## config.mk

```make
export PLATFORM = sky130hd
export DESIGN_NAME = wtht_scan
export DESIGN_NICKNAME = d
export VERILOG_FILES = /design/src/sv/wtht_pkg.sv /design/src/sv/wtht_scan.sv
export SDC_FILE = /design/constraint.sdc
export NUM_CORES = 1
export LEC_CHECK = 0
export BUFFER_PORTS_ARGS = -buffer_cell sky130_fd_sc_hd__buf_2
export CELL_PAD_IN_SITES_DETAIL_PLACEMENT = 0
export CELL_PAD_IN_SITES_GLOBAL_PLACEMENT = 2
export CORE_AREA = 2 2 181 183
export CTS_CLUSTER_DIAMETER = 40
export DETAILED_ROUTE_END_ITERATION = 8
export DIE_AREA = 0 0 183 185
export GPL_ROUTABILITY_DRIVEN = 0
export PLACE_DENSITY_LB_ADDON = 0.1
export SLEW_MARGIN = 20
export SYNTH_ARGS = -nofsm -noshare
export SYNTH_HDL_FRONTEND = slang
export SYNTH_SLANG_ARGS = --single-unit
```

## constraint.sdc

```tcl
create_clock -name i_clk -period 21.5 [get_ports i_clk]
set_input_delay 5.375 -clock i_clk [delete_from_list [all_inputs] [get_ports i_clk]]
set_output_delay 5.375 -clock i_clk [all_outputs]
set_load 0.05 [all_outputs]
```

## src/sv/wtht_pkg.sv

```systemverilog
`timescale 1ns / 1ps

package wtht_pkg;

    localparam int STATUS_BITS = 16;
    localparam int ID_BITS     = 32;
    localparam int RANK_BITS   = 32;
    localparam int RCNT_BITS   = 31;

    localparam logic [RANK_BITS-1:0] RANK_MINIMIZED = '1;
    localparam logic [RCNT_BITS-1:0] RANK_MAX       = '1;

    typedef enum logic [2:0] {
        OP_CREATE   = 3'd0,
        OP_CLOSE    = 3'd1,
        OP_FOCUS    = 3'd2,
        OP_MINIMIZE = 3'd3,
        OP_RESIZE   = 3'd4,
        OP_MOVE     = 3'd5,
        OP_HIT      = 3'd6,
        OP_STATUS   = 3'd7
    } t_op;

    typedef enum logic [1:0] {
        S_IDLE,
        S_SCAN,
        S_COMMIT
    } t_state;

    typedef struct packed {
        logic clear;
        logic check;
        logic used;
    } t_scan_ctl;

    typedef struct packed {
        logic match;
        logic free;
        logic hit;
    } t_scan_flags;

endpackage

```

## src/sv/wtht_scan.sv

```systemverilog
`timescale 1ns / 1ps

module wtht_scan #(
    parameter int SLOTS      = 16,
    parameter int COORD_BITS = 16,
    localparam int IW        = (SLOTS > 1) ? $clog2(SLOTS) : 1,
    localparam int EW        = 64 + 4 * COORD_BITS
) (
    input  logic                    i_clk,
    input  logic                    i_rst_n,
    input  wtht_pkg::t_scan_ctl     i_ctl,
    input  logic [IW-1:0]           i_idx,
    input  logic [EW-1:0]           i_entry,
    input  logic [31:0]             i_window_id,
    input  logic [COORD_BITS-1:0]   i_pos_x,
    input  logic [COORD_BITS-1:0]   i_pos_y,
    output wtht_pkg::t_scan_flags   o_flags,
    output logic [IW-1:0]           o_match_idx,
    output logic [IW-1:0]           o_free_idx,
    output logic [EW-1:0]           o_match_entry,
    output logic [31:0]             o_hit_id
);

    import wtht_pkg::*;

    localparam int CB   = COORD_BITS;
    localparam int H_LO = RANK_BITS;
    localparam int W_LO = H_LO + CB;
    localparam int T_LO = W_LO + CB;
    localparam int L_LO = T_LO + CB;
    localparam int I_LO = L_LO + CB;

    t_scan_flags          r_flags;
    logic [IW-1:0]        r_match_idx;
    logic [IW-1:0]        r_free_idx;
    logic [EW-1:0]        r_match_entry;
    logic [31:0]          r_hit_id;
    logic [RANK_BITS-1:0] r_hit_rank;

    logic [ID_BITS-1:0]   e_id;
    logic [CB-1:0]        e_left;
    logic [CB-1:0]        e_top;
    logic [CB-1:0]        e_wide;
    logic [CB-1:0]        e_high;
    logic [RANK_BITS-1:0] e_rank;
    logic [CB:0]          e_right;
    logic [CB:0]          e_bottom;
    logic                 id_eq;
    logic                 inside_x;
    logic                 inside_y;
    logic                 visible;

    always_comb begin
        e_id     = i_entry[I_LO +: ID_BITS];
        e_left   = i_entry[L_LO +: CB];
        e_top    = i_entry[T_LO +: CB];
        e_wide   = i_entry[W_LO +: CB];
        e_high   = i_entry[H_LO +: CB];
        e_rank   = i_entry[0 +: RANK_BITS];
        e_right  = {1'b0, e_left} + {1'b0, e_wide};
        e_bottom = {1'b0, e_top} + {1'b0, e_high};
        id_eq    = i_ctl.used && (e_id == i_window_id);
        inside_x = (i_pos_x >= e_left) && ({1'b0, i_pos_x} < e_right);
        inside_y = (i_pos_y >= e_top) && ({1'b0, i_pos_y} < e_bottom);
        visible  = i_ctl.used && (e_rank != RANK_MINIMIZED) && inside_x && inside_y;
    end

    always_ff @(posedge i_clk) begin
        if (!i_rst_n || i_ctl.clear) begin
            r_flags <= '0;
        end else if (i_ctl.check) begin
            if (id_eq && !r_flags.match) begin
                r_flags.match <= 1'b1;
                r_match_idx   <= i_idx;
                r_match_entry <= i_entry;
            end
            if (!i_ctl.used && !r_flags.free) begin
                r_flags.free <= 1'b1;
                r_free_idx   <= i_idx;
            end
            if (visible && (!r_flags.hit || e_rank > r_hit_rank)) begin
                r_flags.hit <= 1'b1;
                r_hit_rank  <= e_rank;
                r_hit_id    <= e_id;
            end
        end
    end

    assign o_flags       = r_flags;
    assign o_match_idx   = r_match_idx;
    assign o_free_idx    = r_free_idx;
    assign o_match_entry = r_match_entry;
    assign o_hit_id      = r_hit_id;

endmodule

```

; After elaboration in Yosys (flattened, before gate mapping)
; Cells that the tools add are included.
; W data, S select, Z words.
[classes]
add_sub_neg = 2
bitwise = 1
order_cmp = 5
reduce_logical = 22
eq_ne = 2
[op_table]
columns = operator, n
row1 = $add A16 B16 Y17, 2
row2 = $lt A16 B17 Y1, 2
row3 = $eq A32 B32 Y1, 1
row4 = $ge A16 B16 Y1, 2
row5 = $gt A32 B32 Y1, 1
row6 = $ne A32 B32 Y1 const B, 1
row7 = $logic_and A1 B1 Y1, 9
row8 = $reduce_and A3 Y1, 3
row9 = $reduce_and A2 Y1, 3
row10 = $logic_not A1 Y1, 5
row11 = $logic_or A1 B1 Y1, 2
row12 = $not A1 Y1, 1
[word_totals]
inputBits = 201
elab_cells = 40
register_bits = 203

; Depth between registers and ports, before layout
[depth]
depth_word = 7
depth_mapped = 17
mapped_depth_nobuf = 17

; Worst setup path before layout
; Ideal clock, no wire load.
[synth_timing]
path_type = input to register
start = input i_window_id[24]
end = register r_match_entry[0], in the netlist o_match_entry[0], enable pin
arrival_ns = 18.621
t_required_ns = 20.549
path_slack_ns = 1.928
cell_stages = 4
path_cell_list = xor2_1 -> nor4_1 -> nand2_1 -> nor4_1
[synth_between]
elab_chain_cells = 4
[synth_lines]
columns = item, line_no
row1 = from (decl), wtht_scan.sv:14  ; input logic [31:0] i_window_id,
row2 = $eq A32 B32 Y1, wtht_scan.sv:62  ; id_eq = i_ctl.used && (e_id == i_window_id);
row3 = $logic_and A1 B1 Y1, wtht_scan.sv:62
row4 = $logic_and A1 B1 Y1, wtht_scan.sv:72  ; if (id_eq && !r_flags.match) begin
row5 = $reduce_and A3 Y1 (no line), --
row6 = to (signal assigned), wtht_scan.sv:75  ; r_match_entry <= i_entry;
row7 = to (decl), wtht_scan.sv:36  ; logic [EW-1:0] r_match_entry;
; No other way between the ends.
; A chain may end at the register's enable or synchronous reset.

; Worst setup path in the final report
[layout_timing]
start = input i_entry[32]
end = register r_hit_id[3], in the netlist o_hit_id[3], enable pin
[layout_between]
elab_chain_cells = 6
[layout_lines]
columns = item, line_no
row1 = from (decl), wtht_scan.sv:13  ; input logic [EW-1:0] i_entry,
row2 = $add A16 B16 Y17, wtht_scan.sv:61  ; e_bottom = {1'b0, e_top} + {1'b0, e_high};
row3 = $lt A16 B17 Y1, wtht_scan.sv:64  ; inside_y = (i_pos_y >= e_top) && ({1'b0, i_pos_y} < e_bottom);
row4 = $logic_and A1 B1 Y1, wtht_scan.sv:64
row5 = $logic_and A1 B1 Y1, wtht_scan.sv:65  ; visible = i_ctl.used && (e_rank != RANK_MINIMIZED) && inside_x && inside_y;
row6 = $logic_and A1 B1 Y1, wtht_scan.sv:81  ; if (visible && (!r_flags.hit || e_rank > r_hit_rank)) begin
row7 = $reduce_and A3 Y1 (no line), --
row8 = to (signal assigned), wtht_scan.sv:84  ; r_hit_id <= e_id;
row9 = to (decl), wtht_scan.sv:37  ; logic [31:0] r_hit_id;
; No other way between the ends.

==> summary.md <==
| Metric | Value |
|---|---|
| Outcome | `finished, final reports clean` |
| Syn_nets | `1062` |
| Number of buffers created by CTS | `36` |
| Fin crit share | `46.5%` |
| 1st-pass router iterations | `4` |
| Max-cap viol count | `0` |
| WL/cell | `18.1 microns` |
| Critical Path Start Type | `primary input` |
| CTS tree | `done` |
| Drc violations | `0` |
| Element type at the critical path end | `flop` |
| Synth Cell Area | `10100 sq um` |
| VDD IR max | `0.0528 mV` |
| EDFF count, synth | `200` |
| Crit-path max cell delay | `slightly below 700 ps` |
| Avg Vias per Cell | `4.60` |
| RR Startpoint | `r_hit_rank[20]$_DFFE_PP_` |
| Iter 0 DRT Violations | `roughly 260` |
| Worst Tran Pin Value | `929 ps` |
| Levels on crit path | `18` |
| HPWL after DPL | `~23 mm` |
| #FFs+latches synth | `just over 200` |
| Crit path max-delay family | `compound AO/OA/AOI/OAI gates` |
| Synth Area per Inst | `approximately 14 sq um` |
| Crit path cell chain | `buf_2 > ha_1 > fa_1 > a211o_1 > a21oi_1 > o21ai_1 > a41oi_2 > o21ai_1 > a21o_1 > a21o_1 > xnor2_1 > ha_1 > a21oi_1 > o22ai_1 > o31a_1 > a211oi_1 > nor3b_2 > buf_4` |
| Worst-path clk slew | `50 ps` |
| Root Driver | `clkbuf_16` |
| Min-delay src | `o_flags[1]$_SDFFE_PP0P_` |
| Yosys top cell area share | `59.4%` |
| Total power | `1.13 mW` |
| IO Port Bufs | `~370` |
| Syn Inst Count | `733` |
| Worst setup path endpoint | `o_hit_id[3]$_DFFE_PP_` |
| Critical path data required time | `21630 ps` |
| # Post-CTS Setup Buffers | `0` |
| First-pass GRT wire length | `about 43 mm` |
| Fraction of layout cells with a size suffix above 1 | `37.5%` |
| Post-CTS Resized | `0` |
| # IOs | `roughly 370` |
| Largest net degree at the start of global routing | `65` |
| Hold-fix buffers, CTS | `0` |
| Critical path class | `in2reg` |
| Reg2Reg Depth | `11` |
| Post-route ant nets | `0` |
| GRT Total Usage | `16.6%` |
| Synth unique cells | `54` |
| Starting density of the core | `approximately a third` |
| Warnings, synthesis | `0` |
| Vias in the first global route | `7543` |
| Via count | `7283` |
| Critical path buffer and inverter count | `2` |
| Clock Skews | `13.8 ps` |
| Worst Setup SP | `i_entry[32]` |
| Tmin final | `10000 ps` |
| Post-synth top area cell | `edfxtp_1` |
| Die ar. | `about 34000 sq um` |
| Std-Cell Rows | `66` |
| Clk sinks | `203` |
| Total Wirelength | `28.6 mm` |
| Max Transition Viols Final | `0` |
| R2R setup slack | `17980 ps` |
| GRT overflow | `0` |
| Die H | `~190 microns` |
| CTS Buffer Depth | `3` |
| Setup violators final | `0` |
| RSZ-0062 raised after global routing | `false` |
| Clk_lat worst skew | `510 ps` |
| H-tree level count | `2` |
| CP Max Fanout | `64` |
| Slew HR | `38.1%` |
| Synth Flop Type | `edfxtp_1` |
| Pleak | `6.09 nW` |
| Register area share after synthesis | `~60%` |
| Layout Nets | `1475` |
| Max Freq | `0.100 GHz` |
| Top cells by area, synth | `edfxtp_1 59%, ha_1 16%, xor2_1 3.5%` |
| Synth-to-layout area growth | `35.9%` |
| Ys async rst share | `0%` |
| Sum Neg Setup Slack | `0 ps` |
| Arr. time, crit path | `10140 ps` |
| Die width | `between 150 and 200 microns` |
| Hold Vio Cnt, Final | `0` |
| R2R Path End | `o_hit_id[3]$_DFFE_PP_` |
| Slowest cell on crit path | `buf_4` |
| PD cells | `82.4 nW/um^2` |
| Initial antenna violation count | `8` |
| Core area | `32000 sq um` |
| Hold Path Class | `reg2reg` |
[synthesized netlist by cell type (5+ instances only)]
cell / count
a211oi_1: 10
a21o_1: 24
a21oi_1: 40
edfxtp_1: 200
ha_1: 126
inv_1: 76
nand2_1: 24
nand2b_1: 8
nand3_1: 13
nand4_1: 22
nor2_1: 21
nor2b_1: 7
nor3_1: 8
nor4_1: 9
o211ai_1: 6
o21a_1: 7
o21ai_0: 15
o21ai_1: 5
xnor2_1: 19
xor2_1: 40
[where the power goes]
part           internal (mW)  leakage, nW  switching [mW]
sequential             0.436         1.82        0.000261
clock                  0.367        0.580           0.200
combinational         0.0586         3.69          0.0704
total                  0.862         6.09           0.271
[per-layer routing]
layer	GRT usage (%)	share of wire (%)
met1	20.1	43
met2	28.2	48
met3	5.66	7.2
met4	4.70	1.9
met5	0	0.16
[layout by cell type (no fill, tap or decap), drive strengths merged, types with 5 or more instances in the layout]
| cell | n |
|---|---|
| o21a | 7 |
| nor4 | 10 |
| buf | 375 |
| a21o | 24 |
| nand4 | 22 |
| xnor2 | 19 |
| a211oi | 10 |
| o21ai | 21 |
| nor2 | 21 |
| or4 | 5 |
| nand2 | 25 |
| clkinv | 9 |
| o211ai | 6 |
| clkbuf | 42 |
| nor2b | 7 |
| edfxtp | 200 |
| nand3 | 13 |
| xor2 | 40 |
| inv | 81 |
| nor3 | 8 |
| nand2b | 8 |
| ha | 126 |
| a21oi | 41 |
[per-stage QoR]
| step | instance area, sq um | std cells | hold slack, ps | setup WS [ps] | utilization [%] |
|---|---|---|---|---|---|
| floorplan | 10100 | 733 | 735 | 1930 | - |
| detailed placement | 12500 | 1516 | 477 | 10950 | 39.1 |
| global route | 13700 | 1582 | 516 | 11150 | 42.9 |
| finish | 13700 | 1584 | 485 | 11500 | 42.9 |
| global placement | 12500 | 1516 | 464 | 11000 | 39.1 |
| CTS | 13700 | 1580 | 489 | 11450 | 42.8 |
[how the worst min path moves through the flow]
stage	endpoint	depth (start not counted)
5_1_grt	o_flags[1]$_SDFFE_PP0P_	1
3_3_place_gp	o_flags[1]$_SDFFE_PP0P_	1
6_report	o_flags[1]$_SDFFE_PP0P_	1
4_1_cts	o_flags[1]$_SDFFE_PP0P_	1
3_5_place_dp	o_flags[1]$_SDFFE_PP0P_	1
2_1_floorplan	o_flags[2]$_SDFFE_PP0P_	1
[flip-flops by register name, indices dropped and copies added (netlist names)]
name,count
o_free_idx,4
o_flags,3
o_match_idx,4
o_hit_id,32
o_match_entry,128
r_hit_rank,32
[cells by family (layout without fill, tap and decap cells)]
family,Yosys count,in the layout,share of synthesized area (%)
flops,203,203,60.0
compound gates,134,134,8.86
simple gates,133,133,7.22
fa+ha+maj,128,128,16.0
buf+inv,76,515,2.82
xor+xnor,59,59,5.11
other cells,0,4,0
[cell type report]
type,count,area [sq um]
flip-flops and latches,203,6070
clock buffers,42,945
clock inverters,22,263
inverters,76,285
repair buffers,375,1890
well taps,408,510
multi-input cells,454,3770
fillers,3064,18300
diodes,4,10.0
Power figures use the tool's default switching activity.
